===== config.mk =====
export PLATFORM = sky130hd
export DESIGN_NAME = servo_slew_limiter
export DESIGN_NICKNAME = d
export VERILOG_FILES = /design/src/slw_pkg.sv /design/src/slw_channel.sv /design/src/servo_slew_limiter.sv
export SDC_FILE = /design/constraint.sdc
export NUM_CORES = 1
export LEC_CHECK = 0
export BUFFER_PORTS_ARGS = -buffer_cell sky130_fd_sc_hd__buf_2
export CAP_MARGIN = 20
export CORE_MARGIN = 8
export CORE_UTILIZATION = 36
export CTS_CLUSTER_DIAMETER = 50
export DETAILED_ROUTE_END_ITERATION = 12
export SYNTH_ARGS = -nofsm -noshare
export SYNTH_HDL_FRONTEND = slang
export SYNTH_SLANG_ARGS = --single-unit

===== constraint.sdc =====
create_clock -name clk -period 7.1 [get_ports clk]
set_input_delay 1.42 -clock clk [delete_from_list [all_inputs] [get_ports clk]]
set_output_delay 1.42 -clock clk [all_outputs]
set_load 0.005 [all_outputs]

===== src/slw_pkg.sv =====
// ----------------------------------------------------------------------------
// slw_pkg
// Shared constants and types for the servo slew limiter.
// ----------------------------------------------------------------------------
package slw_pkg;

    localparam int SLOTS          = 5;
    localparam int NUM_CHANNELS_DEF = 5;
    localparam int ANGLE_W        = 8;
    localparam int STEP_W         = 2;
    localparam int IDX_W          = 3;
    localparam int REQ_W          = 16;
    localparam int IVL_W          = 8;

    localparam logic [ANGLE_W-1:0] ANGLE_MAX      = 8'd180;
    localparam logic [ANGLE_W-1:0] START_ANGLE    = 8'd90;
    localparam logic [ANGLE_W-1:0] FAR_LIMIT      = 8'd50;
    localparam logic [ANGLE_W-1:0] MID_LIMIT      = 8'd20;
    localparam logic [IVL_W-1:0]   INTERVAL_RESET = 8'd15;

    localparam logic [STEP_W-1:0] STEP_FAR  = 2'd3;
    localparam logic [STEP_W-1:0] STEP_MID  = 2'd2;
    localparam logic [STEP_W-1:0] STEP_NEAR = 2'd1;

    localparam logic OP_TICK = 1'b0;
    localparam logic OP_SET  = 1'b1;

    typedef struct packed {
        logic               tick_en;
        logic               set_en;
        logic [ANGLE_W-1:0] angle;
    } chan_cmd_t;

    typedef struct packed {
        logic [ANGLE_W-1:0] angle;
        logic               moving;
        logic               wrote;
    } chan_stat_t;

endpackage


===== src/slw_channel.sv =====
// ----------------------------------------------------------------------------
// slw_channel
// State and update of one servo channel: retarget, tick count,
// bounded step toward the target.
// ----------------------------------------------------------------------------
module slw_channel (
    input  logic                         clk,
    input  logic                         rst_n,
    input  slw_pkg::chan_cmd_t           cmd,
    input  logic [slw_pkg::IVL_W-1:0]    interval,
    output slw_pkg::chan_stat_t          stat
);
    import slw_pkg::*;

    logic [ANGLE_W-1:0] cur_reg, cur_next;
    logic [ANGLE_W-1:0] tgt_reg, tgt_next;
    logic [STEP_W-1:0]  step_reg, step_next;
    logic [IVL_W-1:0]   elapsed_reg, elapsed_next;
    logic               moving_reg, moving_next;
    logic               wrote;
    logic [ANGLE_W-1:0] span;
    logic [ANGLE_W:0]   sum;
    logic [ANGLE_W-1:0] diff;

    always_comb
    begin
        cur_next     = cur_reg;
        tgt_next     = tgt_reg;
        step_next    = step_reg;
        elapsed_next = elapsed_reg;
        moving_next  = moving_reg;
        wrote        = 1'b0;
        span = (cmd.angle >= cur_reg) ? (cmd.angle - cur_reg) : (cur_reg - cmd.angle);
        sum  = {1'b0, cur_reg} + {{(ANGLE_W-STEP_W+1){1'b0}}, step_reg};
        diff = cur_reg - tgt_reg;

        // retarget only on a new value
        if (cmd.set_en && (cmd.angle != tgt_reg))
        begin
            tgt_next    = cmd.angle;
            moving_next = 1'b1;
            if (span > FAR_LIMIT)
                step_next = STEP_FAR;
            else if (span > MID_LIMIT)
                step_next = STEP_MID;
            else
                step_next = STEP_NEAR;
        end

        if (cmd.tick_en)
        begin
            elapsed_next = (elapsed_reg >= interval) ? interval : elapsed_reg + 8'd1;
            if (moving_reg && (elapsed_next == interval))
            begin
                elapsed_next = '0;
                wrote        = 1'b1;
                if (cur_reg < tgt_reg)
                    cur_next = (sum > {1'b0, tgt_reg}) ? tgt_reg : sum[ANGLE_W-1:0];
                else if (cur_reg > tgt_reg)
                    cur_next = (diff > {{(ANGLE_W-STEP_W){1'b0}}, step_reg})
                             ? cur_reg - {{(ANGLE_W-STEP_W){1'b0}}, step_reg}
                             : tgt_reg;
                moving_next = (cur_next != tgt_reg);
            end
        end
    end

    always_ff @(posedge clk or negedge rst_n)
    begin
        if (!rst_n)
        begin
            cur_reg     <= START_ANGLE;
            tgt_reg     <= START_ANGLE;
            step_reg    <= STEP_NEAR;
            elapsed_reg <= '0;
            moving_reg  <= 1'b0;
        end
        else
        begin
            cur_reg     <= cur_next;
            tgt_reg     <= tgt_next;
            step_reg    <= step_next;
            elapsed_reg <= elapsed_next;
            moving_reg  <= moving_next;
        end
    end

    assign stat.angle  = cur_next;
    assign stat.moving = moving_next;
    assign stat.wrote  = wrote;

endmodule


===== src/servo_slew_limiter.sv =====
// ----------------------------------------------------------------------------
// servo_slew_limiter
// Up to five servo channels slewing toward their targets at a limited rate.
//
// Input beats (s_*): a tick beat (s_tuser = 0) advances every channel by one
// millisecond; a set beat (s_tuser = 1) gives channel s_tdata[2:0] a new
// target s_tdata[18:3], clamped to 0..180 degrees.
// Output beats (m_*): one per input beat, with all angles, the moving mask
// and the mask of channels that stepped on that tick.
// cfg_wen/cfg_wdata load the step interval; write it only while idle.
// The input register takes a beat at the accepting edge; the channel update
// goes into the result register, and the result is valid, once the output can accept it.
// Throughput: one beat per cycle while the output is not stalled; the channel
// update is a single pass of compare and add logic per channel.
// Reset: angles and targets go to 90, all channels idle, interval 15.
// Stall: when m_tready is low the result holds, the input register takes one
// more beat if it is empty, then s_tready drops until the result is taken.
// ----------------------------------------------------------------------------
module servo_slew_limiter #(
    parameter int NUM_CHANNELS = slw_pkg::NUM_CHANNELS_DEF
) (
    input  logic                      clk,
    input  logic                      rst_n,
    input  logic                      s_tvalid,
    output logic                      s_tready,
    input  logic [23:0]               s_tdata,   // servo_index[2:0], target_angle[18:3]
    input  logic                      s_tuser,   // op
    output logic                      m_tvalid,
    input  logic                      m_tready,
    output logic [55:0]               m_tdata,   // angle_0..angle_4[39:0],
                                                 // moving_mask[44:40], write_mask[49:45]
    input  logic                      cfg_wen,
    input  logic [slw_pkg::IVL_W-1:0] cfg_wdata
);
    import slw_pkg::*;

    logic                    in_valid_reg;
    logic                    in_op_reg;
    logic [IDX_W-1:0]        in_idx_reg;
    logic signed [REQ_W-1:0] in_req_reg;
    logic                    out_valid_reg;
    logic [ANGLE_W-1:0]      out_angle_reg [SLOTS];
    logic [SLOTS-1:0]        out_moving_reg;
    logic [SLOTS-1:0]        out_write_reg;
    logic [IVL_W-1:0]        interval_reg;
    logic                    adv;
    logic [ANGLE_W-1:0]      clamped;
    chan_stat_t              stat [SLOTS];

    assign adv      = in_valid_reg && (!out_valid_reg || m_tready);
    assign s_tready = !in_valid_reg || adv;

    always_comb
    begin
        if (in_req_reg < 0)
            clamped = '0;
        else if (in_req_reg > $signed({{(REQ_W-ANGLE_W){1'b0}}, ANGLE_MAX}))
            clamped = ANGLE_MAX;
        else
            clamped = in_req_reg[ANGLE_W-1:0];
    end

    genvar i;
    generate
        for (i = 0; i < SLOTS; i++)
        begin : g_ch
            if (i < NUM_CHANNELS)
            begin : g_on
                chan_cmd_t cmd;
                assign cmd.tick_en = adv && (in_op_reg == OP_TICK);
                assign cmd.set_en  = adv && (in_op_reg == OP_SET)
                                   && (in_idx_reg == IDX_W'(i));
                assign cmd.angle   = clamped;
                slw_channel u_ch (
                    .clk      (clk),
                    .rst_n    (rst_n),
                    .cmd      (cmd),
                    .interval (interval_reg),
                    .stat     (stat[i])
                );
            end
            else
            begin : g_off
                assign stat[i] = '0;
            end
        end
    endgenerate

    always_ff @(posedge clk or negedge rst_n)
    begin
        if (!rst_n)
            interval_reg <= INTERVAL_RESET;
        else if (cfg_wen)
            interval_reg <= cfg_wdata;
    end

    always_ff @(posedge clk or negedge rst_n)
    begin
        if (!rst_n)
            in_valid_reg <= 1'b0;
        else if (s_tready)
            in_valid_reg <= s_tvalid;
    end

    always_ff @(posedge clk)
    begin
        if (s_tready && s_tvalid)
        begin
            in_op_reg  <= s_tuser;
            in_idx_reg <= s_tdata[IDX_W-1:0];
            in_req_reg <= s_tdata[IDX_W+REQ_W-1:IDX_W];
        end
    end

    always_ff @(posedge clk or negedge rst_n)
    begin
        if (!rst_n)
            out_valid_reg <= 1'b0;
        else if (adv)
            out_valid_reg <= 1'b1;
        else if (m_tready)
            out_valid_reg <= 1'b0;
    end

    always_ff @(posedge clk)
    begin
        if (adv)
        begin
            for (int k = 0; k < SLOTS; k++)
            begin
                out_angle_reg[k]  <= stat[k].angle;
                out_moving_reg[k] <= stat[k].moving;
                out_write_reg[k]  <= stat[k].wrote;
            end
        end
    end

    always_comb
    begin
        m_tdata = '0;
        for (int k = 0; k < SLOTS; k++)
            m_tdata[k*ANGLE_W +: ANGLE_W] = out_angle_reg[k];
        m_tdata[SLOTS*ANGLE_W +: SLOTS]         = out_moving_reg;
        m_tdata[SLOTS*ANGLE_W + SLOTS +: SLOTS] = out_write_reg;
    end

    assign m_tvalid = out_valid_reg;

    a_set_no_write: assert property (@(posedge clk) disable iff (!rst_n)
        adv && (in_op_reg == OP_SET) |=> out_write_reg == '0)
        else $error("set beat reported a stepped channel");

    a_stall_cause: assert property (@(posedge clk) disable iff (!rst_n)
        !s_tready |-> in_valid_reg && out_valid_reg && !m_tready)
        else $error("input held off without a stalled result");

    a_angle_range: assert property (@(posedge clk) disable iff (!rst_n)
        out_valid_reg |-> (out_angle_reg[0] <= ANGLE_MAX) && (out_angle_reg[1] <= ANGLE_MAX)
            && (out_angle_reg[2] <= ANGLE_MAX) && (out_angle_reg[3] <= ANGLE_MAX)
            && (out_angle_reg[4] <= ANGLE_MAX))
        else $error("angle beyond limit");

endmodule

# Word-level counts from Yosys, hierarchy flattened
# Memories as Yosys holds them, arrays and structs flattened.
# Cells that the tools add are included.
word_totals:
  register_bits: 175
  ram_bits: 40
  in_bits: 38
  out_inout_bits: 58
  wordCells: 242
  mem_count: 1
op_classes:
  addsub: 30
  order_cmp: 42
  eq_ne: 19
  mux: 91
  bitwise: 1
  reduce_logical: 25
memory_table:
  columns: ["name", "words", "word_bits", "read_ports", "rd_clocked_by_memory_dff", "wr", "line_no", "rtl"]
  rows:
  - ["out_angle_reg", 5, 8, 5, 0, 5, "servo_slew_limiter.sv:42", "logic [ANGLE_W-1:0] out_angle_reg [SLOTS];"]
ops:
  columns: ["cell", "n"]
  rows:
  - ["8-bit 2-to-1 mux", 57]
  - ["8-bit subtractor", 15]
  - ["8-bit greater-or-equal comparator", 10]
  - ["8-bit != test", 10]
  - ["8-bit by 2-bit adder with 9-bit output", 5]
  - ["9-bit by 8-bit greater-than comparator with 1-bit output", 5]
  - ["8-bit by 1-bit adder with 8-bit output (second input constant)", 5]
  - ["8-bit equality test", 5]
  - ["8-bit by 2-bit greater-than comparator with 1-bit output", 5]
  - ["8-bit by 5-bit greater-than comparator with 1-bit output (second input constant)", 5]
  - ["8-bit by 6-bit greater-than comparator with 1-bit output (second input constant)", 5]
  - ["8-bit greater-than comparator", 5]
  - ["8-bit less-than comparator", 5]
  - ["8-bit by 2-bit subtractor with 8-bit output", 5]
  - ["1-bit 2-to-1 mux", 24]
  - ["2-bit 2-to-1 mux", 10]
  - ["1-bit logical AND", 19]
  - ["16-bit by 9-bit greater-than comparator with 1-bit output (second input constant)", 1]
  - ["16-bit by 1-bit less-than comparator with 1-bit output (second input constant)", 1]
  - ["3-bit by 2-bit equality test with 1-bit output (second input constant)", 2]
  - ["3-bit by 1-bit equality test with 1-bit output (second input constant)", 1]
  - ["3-bit equality test (second input constant)", 1]
  - ["3-bit zero test", 1]
  - ["1-bit zero test", 2]
  - ["3 further kinds", 4]

# Longest topological paths before layout
# Gate-level depths: netlist (run 1).
depth:
  ltp_word: 10
  ltp_mapped: 20
  mapped_depth_nobuf: 18

# Cells and area by module
# From an unflattened synthesis (run 1), not the netlist that was laid out.
unflattened:
  cells_unflattened: 2757
  hier_area_um2: 23035.8
by_module_without_submodules:
  columns: ["mod", "instances", "cells_each", "area_each_um2", "seq_area_each_um2"]
  rows:
  - ["slw_channel at g_ch[3].g_on.u_ch", 1, 541, 4227.8, 686.9]
  - ["slw_channel at g_ch[1].g_on.u_ch", 1, 540, 4086.4, 686.9]
  - ["slw_channel at g_ch[2].g_on.u_ch", 1, 529, 4013.8, 686.9]
  - ["slw_channel at g_ch[4].g_on.u_ch", 1, 510, 4001.3, 686.9]
  - ["slw_channel at g_ch[0].g_on.u_ch", 1, 505, 3977.6, 686.9]
  - ["servo_slew_limiter", 1, 132, 2728.9, 2357.3]

# Least setup slack after synthesis (run 1)
# OpenSTA, ideal clock, no wires.
synth_path:
  path_type: "input port to flip-flop"
  startpoint: "input port m_tready"
  endpoint: "register out_moving_reg[1] (data pin)"
  setup_time_ps: 265
  arrival_ps: 4792
  required_time_ps: 6835
  slack_ps: 2043
  stages: 9
  n_path_buf: 1
  path_cell_list: "nand2b_1 > and2_0 > nor2b_1 > clkbuf_1 > o21ai_1 > a2111o_1 > a211oi_1 > nand4b_1 > o32a_1"
synth_via:
  elab_chain_len: 8
  elab_cells_between_ends: 9
  classes_between: "3 x mux; 6 x reduce/logical"
synth_rtl:
  columns: ["element", "line_no", "rtl"]
  rows:
  - ["start, declared", "servo_slew_limiter.sv:29", "input logic m_tready,"]
  - ["1-bit logical OR *", "servo_slew_limiter.sv:50", "assign adv = in_valid_reg && (!out_valid_reg || m_tready);"]
  - ["1-bit logical AND *", "servo_slew_limiter.sv:50", null]
  - ["via adv", "servo_slew_limiter.sv:46", "logic adv;"]
  - ["1-bit logical AND", "servo_slew_limiter.sv:71", "assign cmd.set_en = adv && (in_op_reg == OP_SET)"]
  - ["1-bit logical AND", "servo_slew_limiter.sv:72", "&& (in_idx_reg == IDX_W'(i));"]
  - ["1-bit logical AND", "slw_channel.sv:38", "if (cmd.set_en && (cmd.angle != tgt_reg))"]
  - ["1-bit 2-to-1 mux", "slw_channel.sv:38", null]
  - ["1-bit 2-to-1 mux", "slw_channel.sv:53", "if (moving_reg && (elapsed_next == interval))"]
  - ["1-bit 2-to-1 mux *", "slw_channel.sv:50", "if (cmd.tick_en)"]
  - ["via g_ch[1].g_on.u_ch.moving_next", "slw_channel.sv:19", "logic moving_reg, moving_next;"]
  - ["end signal, assigned by index", "servo_slew_limiter.sv:132", "out_moving_reg[k] <= stat[k].moving;"]
  - ["end, declared", "servo_slew_limiter.sv:43", "logic [SLOTS-1:0] out_moving_reg;"]
# Mark *: on every way through the listed nets, which the timed path passes. The rest lies on a longest branch.
# A chain may end at the register's enable or synchronous reset.

# Worst setup path after layout (run 1)
layout_path:
  startpoint: "register in_req_reg[9]"
  endpoint: "register g_ch[2].g_on.u_ch.step_reg[1]"
layout_via:
  elab_chain_len: 8
  elab_cells_between_ends: 14
  classes_between: "2 x add/sub; 5 x order compare; 1 x eq/ne; 5 x mux; 1 x reduce/logical"
layout_rtl:
  columns: ["element", "line_no", "rtl"]
  rows:
  - ["start, declared", "servo_slew_limiter.sv:40", "logic signed [REQ_W-1:0] in_req_reg;"]
  - ["start signal, assigned", "servo_slew_limiter.sv:111", "in_req_reg <= s_tdata[IDX_W+REQ_W-1:IDX_W];"]
  - ["16-bit by 9-bit greater-than comparator with 1-bit output", "servo_slew_limiter.sv:57", "else if (in_req_reg > $signed({{(REQ_W-ANGLE_W){1'b0}}, ANGLE_MAX}))"]
  - ["8-bit 2-to-1 mux", "servo_slew_limiter.sv:57", null]
  - ["8-bit 2-to-1 mux *", "servo_slew_limiter.sv:55", "if (in_req_reg < 0)"]
  - ["via clamped[2]", "servo_slew_limiter.sv:47", "logic [ANGLE_W-1:0] clamped;"]
  - ["8-bit subtractor / 8-bit greater-or-equal comparator (equally long branches)", "slw_channel.sv:33", "span = (cmd.angle >= cur_reg) ? (cmd.angle - cur_reg) : (cur_reg - cmd.angle);"]
  - ["8-bit 2-to-1 mux", "slw_channel.sv:33", null]
  - ["8-bit by 5-bit greater-than comparator with 1-bit output", "slw_channel.sv:44", "else if (span > MID_LIMIT)"]
  - ["2-bit 2-to-1 mux", "slw_channel.sv:44", null]
  - ["2-bit 2-to-1 mux", "slw_channel.sv:42", "if (span > FAR_LIMIT)"]
  - ["end signal, assigned", "slw_channel.sv:82", "step_reg <= step_next;"]
  - ["end, declared", "slw_channel.sv:17", "logic [STEP_W-1:0] step_reg, step_next;"]
# Marked as above.

==> results of run 1 <==
[power by group]
| part | internal, µW | leakage (µW) | total, µW | switching, µW |
|---|---|---|---|---|
| Clock | 1270 | 0.000708 | 2050 | 778 |
| Combinational | 3420 | 0.00722 | 8220 | 4800 |
| Sequential | 1770 | 0.00235 | 2550 | 776 |
| Total | 6460 | 0.0103 | 12800 | 6350 |
[cell usage after synthesis (11+ instances only)]
| cell type | number |
|---|---|
| nand2b_1 | 19 |
| nor2_1 | 181 |
| nand3_1 | 70 |
| nor2b_1 | 28 |
| xor2_1 | 42 |
| a211oi_1 | 34 |
| a21o_1 | 49 |
| or3_1 | 19 |
| and2_1 | 13 |
| nor4_1 | 14 |
| o2bb2ai_1 | 11 |
| o21a_1 | 28 |
| o31ai_1 | 17 |
| fa_1 | 25 |
| dfrtp_1 | 96 |
| nand4_1 | 30 |
| dfstp_2 | 49 |
| a31oi_1 | 41 |
| o21ai_0 | 220 |
| o22ai_1 | 35 |
| xnor2_1 | 141 |
| inv_1 | 179 |
| edfxtp_1 | 70 |
| and3_1 | 35 |
| nor3_1 | 84 |
| nand3b_1 | 11 |
| o211ai_1 | 24 |
| buf_2 | 17 |
| clkbuf_1 | 69 |
| nand2_1 | 214 |
| a22oi_1 | 12 |
| a2111oi_0 | 11 |
| mux2_2 | 11 |
| ha_1 | 234 |
| mux2i_1 | 56 |
| a21oi_1 | 188 |
| a22o_1 | 11 |
[path summary, 6_finish.rpt]
check,start,endpoint,cells after the start
setup reg to reg,in_req_reg[9],g_ch[2].g_on.u_ch.step_reg[1],17
min in group asynchronous,rst_n,g_ch[1].g_on.u_ch.cur_reg[5],1
hold reg to reg,in_valid_reg,m_tvalid,1
hold / removal,in_valid_reg,m_tvalid,1
setup / recovery,in_req_reg[9],g_ch[2].g_on.u_ch.step_reg[1],17
max in group asynchronous,rst_n,g_ch[3].g_on.u_ch.cur_reg[5],2
[routing by layer]
layer | vias to the layer above | track usage, % | share of wire [%]
met5 | - | 0 | 0
met4 | 0 | 7.50 | 3.4
met3 | 149 | 2.78 | 5.7
met2 | 689 | 34.3 | 47
met1 | 9973 | 26.2 | 44
li1 | 9798 | - | -
[worst register-to-register path, stage by stage, from the launching register on]
cell	delay, ps
edfxtp_1	400
or4_1	530
nor2_1	320
nand2_1	260
o21ai_1	170
buf_4	250
inv_1	330
ha_1	350
a21oi_1	190
nand4_1	130
a221oi_2	780
mux2_2	430
a31o_2	230
a21oi_1	170
xor2_1	150
and3_1	160
o21ai_0	100
o22a_1	240
[kinds of logic (layout without fill, tap and decap cells)]
| group | after synthesis | count (layout) |
|---|---|---|
| DFF | 215 | 215 |
| buffers and inverters | 288 | 374 |
| other | 1 | 6 |
| xor gates and xnor gates | 187 | 187 |
| and+or+nand+nor | 760 | 760 |
| adders and majority gates | 259 | 259 |
| AOI/OAI and AO/OA | 845 | 845 |
| muxes | 67 | 67 |
[stage by stage]
stage	area (µm²)	instances
2_1_floorplan	22000	2627
3_3_place_gp	23100	3417
3_5_place_dp	23100	3417
4_1_cts	24600	3495
5_1_grt	24600	3495
6_report	24600	3495
[cell type report]
type	instances	share of cell area (%)
Clock inverter	35	1.53
Sequential cell	215	23.6
Tap cell	782	3.98
Multi-Input combinational cell	2124	61.2
Clock buffer	43	4.33
Timing Repair Buffer	109	2.50
Inverter	187	2.86
==> impl_metrics.json, run 1 <==
{
  "ant_nets": 0,
  "dominantRegCellSynth": "dfrtp_1",
  "pre_cts_ws_ps": 1800,
  "finish.utilization_pct": 40.7,
  "firstDrtPassIters": 6,
  "avgRoutedWirePerCell_um": 20.8,
  "synth_compound_area_share_pct": 25.3,
  "drc_errors": 0,
  "gp_congestion": 0.932,
  "ctsRootBufferMaster": "clkbuf_16",
  "post_drt_via_cell_ratio": 5.90,
  "fmax_mhz": 188,
  "holdWs_ps": 499,
  "fin_skew_ps": 15.9,
  "slew_headroom_pct": 28.6,
  "leakage_uw": 0.0103,
  "nets": 2976,
  "layout_commonest_cell": "ha_1",
  "crit_buf_inv": 2,
  "netlist.top_cell.by_area": "ha_1",
  "dieArea_mm2": 0.0691,
  "die_y_um": 263,
  "path_cells": "or4_1 > nor2_1 > nand2_1 > o21ai_1 > buf_4 > inv_1 > ha_1 > a21oi_1 > nand4_1 > a221oi_2 > mux2_2 > a31o_2 > a21oi_1 > xor2_1 > and3_1 > o21ai_0 > o22a_1",
  "synth_top_area_share_pct": 13.3,
  "cp_slowest_cell": "a221oi_2",
  "synthArstFlopShare_pct": 67.4,
  "slew_viol_final": 0,
  "cts_resized": 0,
  "synth_area_mm2": 0.0219,
  "wl_mm": 72.8,
  "io_pins": 96,
  "drv_cap": 0,
  "critPathMaxFanout": 10,
  "yosys.area_share.simple_pct": 16.8,
  "ys_ff_latch": 215,
  "ys_seq_area_share_pct": 26.4,
  "synth_cell_types": 103,
  "clock_sinks": 215,
  "grt_first_pass_wirelength_mm": 115,
  "regToRegSetupSlack_ps": 1790,
  "avgSynthCellArea_um2": 8.37,
  "dp_hpwl_mm": 53.5,
  "antenna_found_initial": 0,
  "finalHoldViolations": 0,
  "crit_arrival_ps": 5760,
  "clkTransAtPathRegs_ps": 50,
  "timing.final.crit_period_ps": 5310,
  "setup_violations": 0,
  "synth_top_family_by_area": "compound AO/OA/AOI/OAI gates",
  "synth-edff-count": 70,
  "grt_pass1_vias": 20500,
  "cp_common_cell": "a21oi_1",
  "gr-usage-all-layers_pct": 20.3,
  "clk_latency_ps": 570,
  "worst_pin_slew_ps": 1070,
  "syn-instance-count": 2622,
  "tns_ps": 0,
  "cts_tree": "yes",
  "core_area_mm2": 0.0604,
  "htreeDepth": 2,
  "rsz0062_at_grt": "no",
  "io_buffers": 84,
  "antenna_cells": 0,
  "drive_gt1_share_pct": 10.9,
  "status": "finished clean",
  "row_count": 90,
  "synthMuxAreaShare_pct": 3.12,
  "drt_iter0_markers": 1691,
  "cts_buffer_depth": 3,
  "die_w_um": 263,
  "grt_max_degree": 79,
  "synth_area_leaders": "ha_1, dfrtp_1, edfxtp_1",
  "vias": 20600,
  "initial_core_util_pct": 36.4,
  "critPathMaxStageDelay_ps": 780,
  "cts_setup_buffers": 0,
  "crit_required_ps": 7550,
  "cp_top_family": "compound AO/OA/AOI/OAI gates",
  "multi_input_area_mm2": 0.0150,
  "syn_to_final_growth_pct": 12.0,
  "grt-ovfl-total": 0,
  "final_cell_mix": "ha_1, o21ai_0, nand2_1",
  "fin_ws_ps": 1790,
  "synth_xor_area_share_pct": 7.66,
  "ctsHoldBuffers": 0,
  "powerDensity_mw_per_mm2": 521,
  "worstSetupEndpointType": "register",
  "register_area_mm2": 0.00579,
  "p_total_uw": 12800,
  "worstSetupPathType": "reg -> reg",
  "vdd_drop_max_uv": 273,
  "hold_path_class": "reg -> reg",
  "ys_warn_count": 0,
  "cts-buffers-inserted": 42,
  "fillers": 6089,
  "synthAdderAreaFrac_pct": 15.6,
  "fin_crit_sh_pct": 74.8,
  "start_kind": "register"
}
(Power assumes the default switching activity.)
==> run 2: changes to the inputs <==
==> constraint.sdc (replaced) <==
create_clock -name clk -period 4.7 [get_ports clk]
set_input_delay 0.94 -clock clk [delete_from_list [all_inputs] [get_ports clk]]
set_output_delay 0.94 -clock clk [all_outputs]
set_load 0.005 [all_outputs]
==> run 2 against run 1 <==
  * Combinational power is 65% higher
  * Total power is 57% higher
  * Clock skew is 13 ps higher
  * Cell area is 4.9% higher
==> impl_metrics.json, run 2 (same netlist as run 1, synthesis figures left out) <==
{
  "core_area_mm2": 0.0604,
  "fin_crit_sh_pct": 94.9,
  "cts-buffers-inserted": 39,
  "crit_cells": 17,
  "dieArea_mm2": 0.0691,
  "p_total_uw": 20100,
  "leakage_uw": 0.0110,
  "drt_iter0_markers": 1704,
  "htreeDepth": 2,
  "ctsRootBufferMaster": "clkbuf_16",
  "powerDensity_mw_per_mm2": 778,
  "fillers": 5960,
  "firstDrtPassIters": 7,
  "fin_ws_ps": 239,
  "slew_headroom_pct": 29.5,
  "timing.final.crit_period_ps": 4460,
  "fmax_mhz": 224,
  "syn_to_final_growth_pct": 17.5,
  "status": "finished clean",
  "cp_slowest_cell": "a2111oi_0",
  "vias": 21100,
  "drc_errors": 0,
  "clock_sinks": 215,
  "io_pins": 96,
  "crit_arrival_ps": 4740,
  "worstSetupEndpointType": "register",
  "crit_required_ps": 4980,
  "dp_hpwl_mm": 57.5,
  "wl_mm": 75.2,
  "initial_core_util_pct": 36.4,
  "layout_commonest_cell": "ha_1",
  "setup_violations": 0,
  "antenna_found_initial": 0,
  "row_count": 90,
  "gp_congestion": 0.966,
  "ant_nets": 0,
  "post_drt_via_cell_ratio": 5.79,
  "start_kind": "register",
  "io_buffers": 84,
  "cp_top_family": "compound AO/OA/AOI/OAI gates",
  "grt_pass1_vias": 21100,
  "nets": 3133,
  "die_y_um": 263,
  "clk_latency_ps": 570,
  "critPathMaxFanout": 6,
  "drive_gt1_share_pct": 16.0,
  "vdd_drop_max_uv": 506,
  "path_cells": "inv_1 > ha_1 > nor2b_1 > o21ai_1 > or3_1 > xnor2_1 > inv_1 > ha_1 > and3_1 > a221o_1 > and2_1 > nor3_1 > o31a_1 > a211oi_1 > nand4_1 > a2111oi_0 > a31oi_1",
  "cts_tree": "yes",
  "crit_buf_inv": 2,
  "pre_cts_ws_ps": 163,
  "worst_pin_slew_ps": 1060,
  "fin_skew_ps": 29.0,
  "slew_viol_final": 0,
  "grt_max_degree": 98,
  "worstSetupPathType": "reg -> reg",
  "grt_first_pass_wirelength_mm": 119,
  "final_cell_mix": "ha_1, o21ai_0, nand2_1",
  "cts_buffer_depth": 3,
  "avgRoutedWirePerCell_um": 20.6,
  "drv_cap": 0,
  "antenna_cells": 0,
  "hold_path_class": "in -> async",
  "clkTransAtPathRegs_ps": 60,
  "ctsHoldBuffers": 0,
  "ff2ff_path_depth": 17,
  "gr-usage-all-layers_pct": 20.9,
  "finalHoldViolations": 0,
  "grt-ovfl-total": 0,
  "critPathMaxStageDelay_ps": 470,
  "die_w_um": 263
}
-- run 2: changes by cell type in the layout (fill, tap and decap cells not counted), moves of 3 or more --
| cell | delta |
|---|---|
| clkbuf_1 | +3 |
| nand2_2 | +3 |
| inv_8 | +5 |
| clkinv_4 | -6 |
| buf_4 | +157 |
| nand2_1 | -3 |
| inv_6 | -3 |
-- run 2: worst paths after layout --
| check | from | end | slack [ps] |
|---|---|---|---|
| max | g_ch[3].g_on.u_ch.step_reg[1] | out_moving_reg[3] | 240 |
| min | rst_n | g_ch[3].g_on.u_ch.elapsed_reg[4] | 320 |
| max reg2reg | g_ch[3].g_on.u_ch.step_reg[1] | out_moving_reg[3] | 240 |
| min in group clk | in_valid_reg | m_tvalid | 500 |
| min reg2reg | in_valid_reg | m_tvalid | 500 |
| max in group asynchronous | rst_n | g_ch[3].g_on.u_ch.tgt_reg[3] | 3270 |
-- run 2: repair_timing --
item,in CTS,in global routing
setup endpoints to repair,0,9
setup buffers,0,3
endpoints found under the hold margin,0,0
gates resized for setup,0,15
-- run 2: layout make-up --
cell class              instances  area [µm²]  area share [%]
multi-input cells            2124       15100            58.6
flip-flops and latches        215        5790            22.5
repair buffers                269        1850            7.18
clock buffers                  44        1030            3.98
well taps                     782         978            3.80
inverters                     187         707            2.74
clock inverters                28         317            1.23
-- run 2: where the power goes --
group | leakage [µW] | switching [µW] | internal, µW | total (µW)
sequential | 0.00235 | 832 | 2670 | 3500
combinational | 0.00802 | 7810 | 5800 | 13600
clock | 0.000655 | 1150 | 1790 | 2950
total | 0.0110 | 9800 | 10300 | 20100
-- run 2: per-stage QoR --
| stage | setup TNS, ps | instance area (µm²) | util, % | hold WS, ps | instances |
|---|---|---|---|---|---|
| 2_1_floorplan | 0 | 22000 | - | 450 | 2627 |
| 3_3_place_gp | 0 | 24300 | 40.3 | 470 | 3573 |
| 3_5_place_dp | 0 | 24300 | 40.3 | 493 | 3573 |
| 4_1_cts | 0 | 25700 | 42.5 | 504 | 3645 |
| 5_1_grt | -13.0 | 25800 | 42.7 | 340 | 3649 |
| 6_report | 0 | 25800 | 42.7 | 325 | 3649 |
-- run 2: layer usage --
metal / up-vias / share of wire [%] / global-route usage [%]
met5: - / 0 / 0
met4: 0 / 3.7 / 8.25
met3: 170 / 5.5 / 2.78
met2: 703 / 47 / 35.2
met1: 10100 / 44 / 27.1
li1: 10100 / - / -
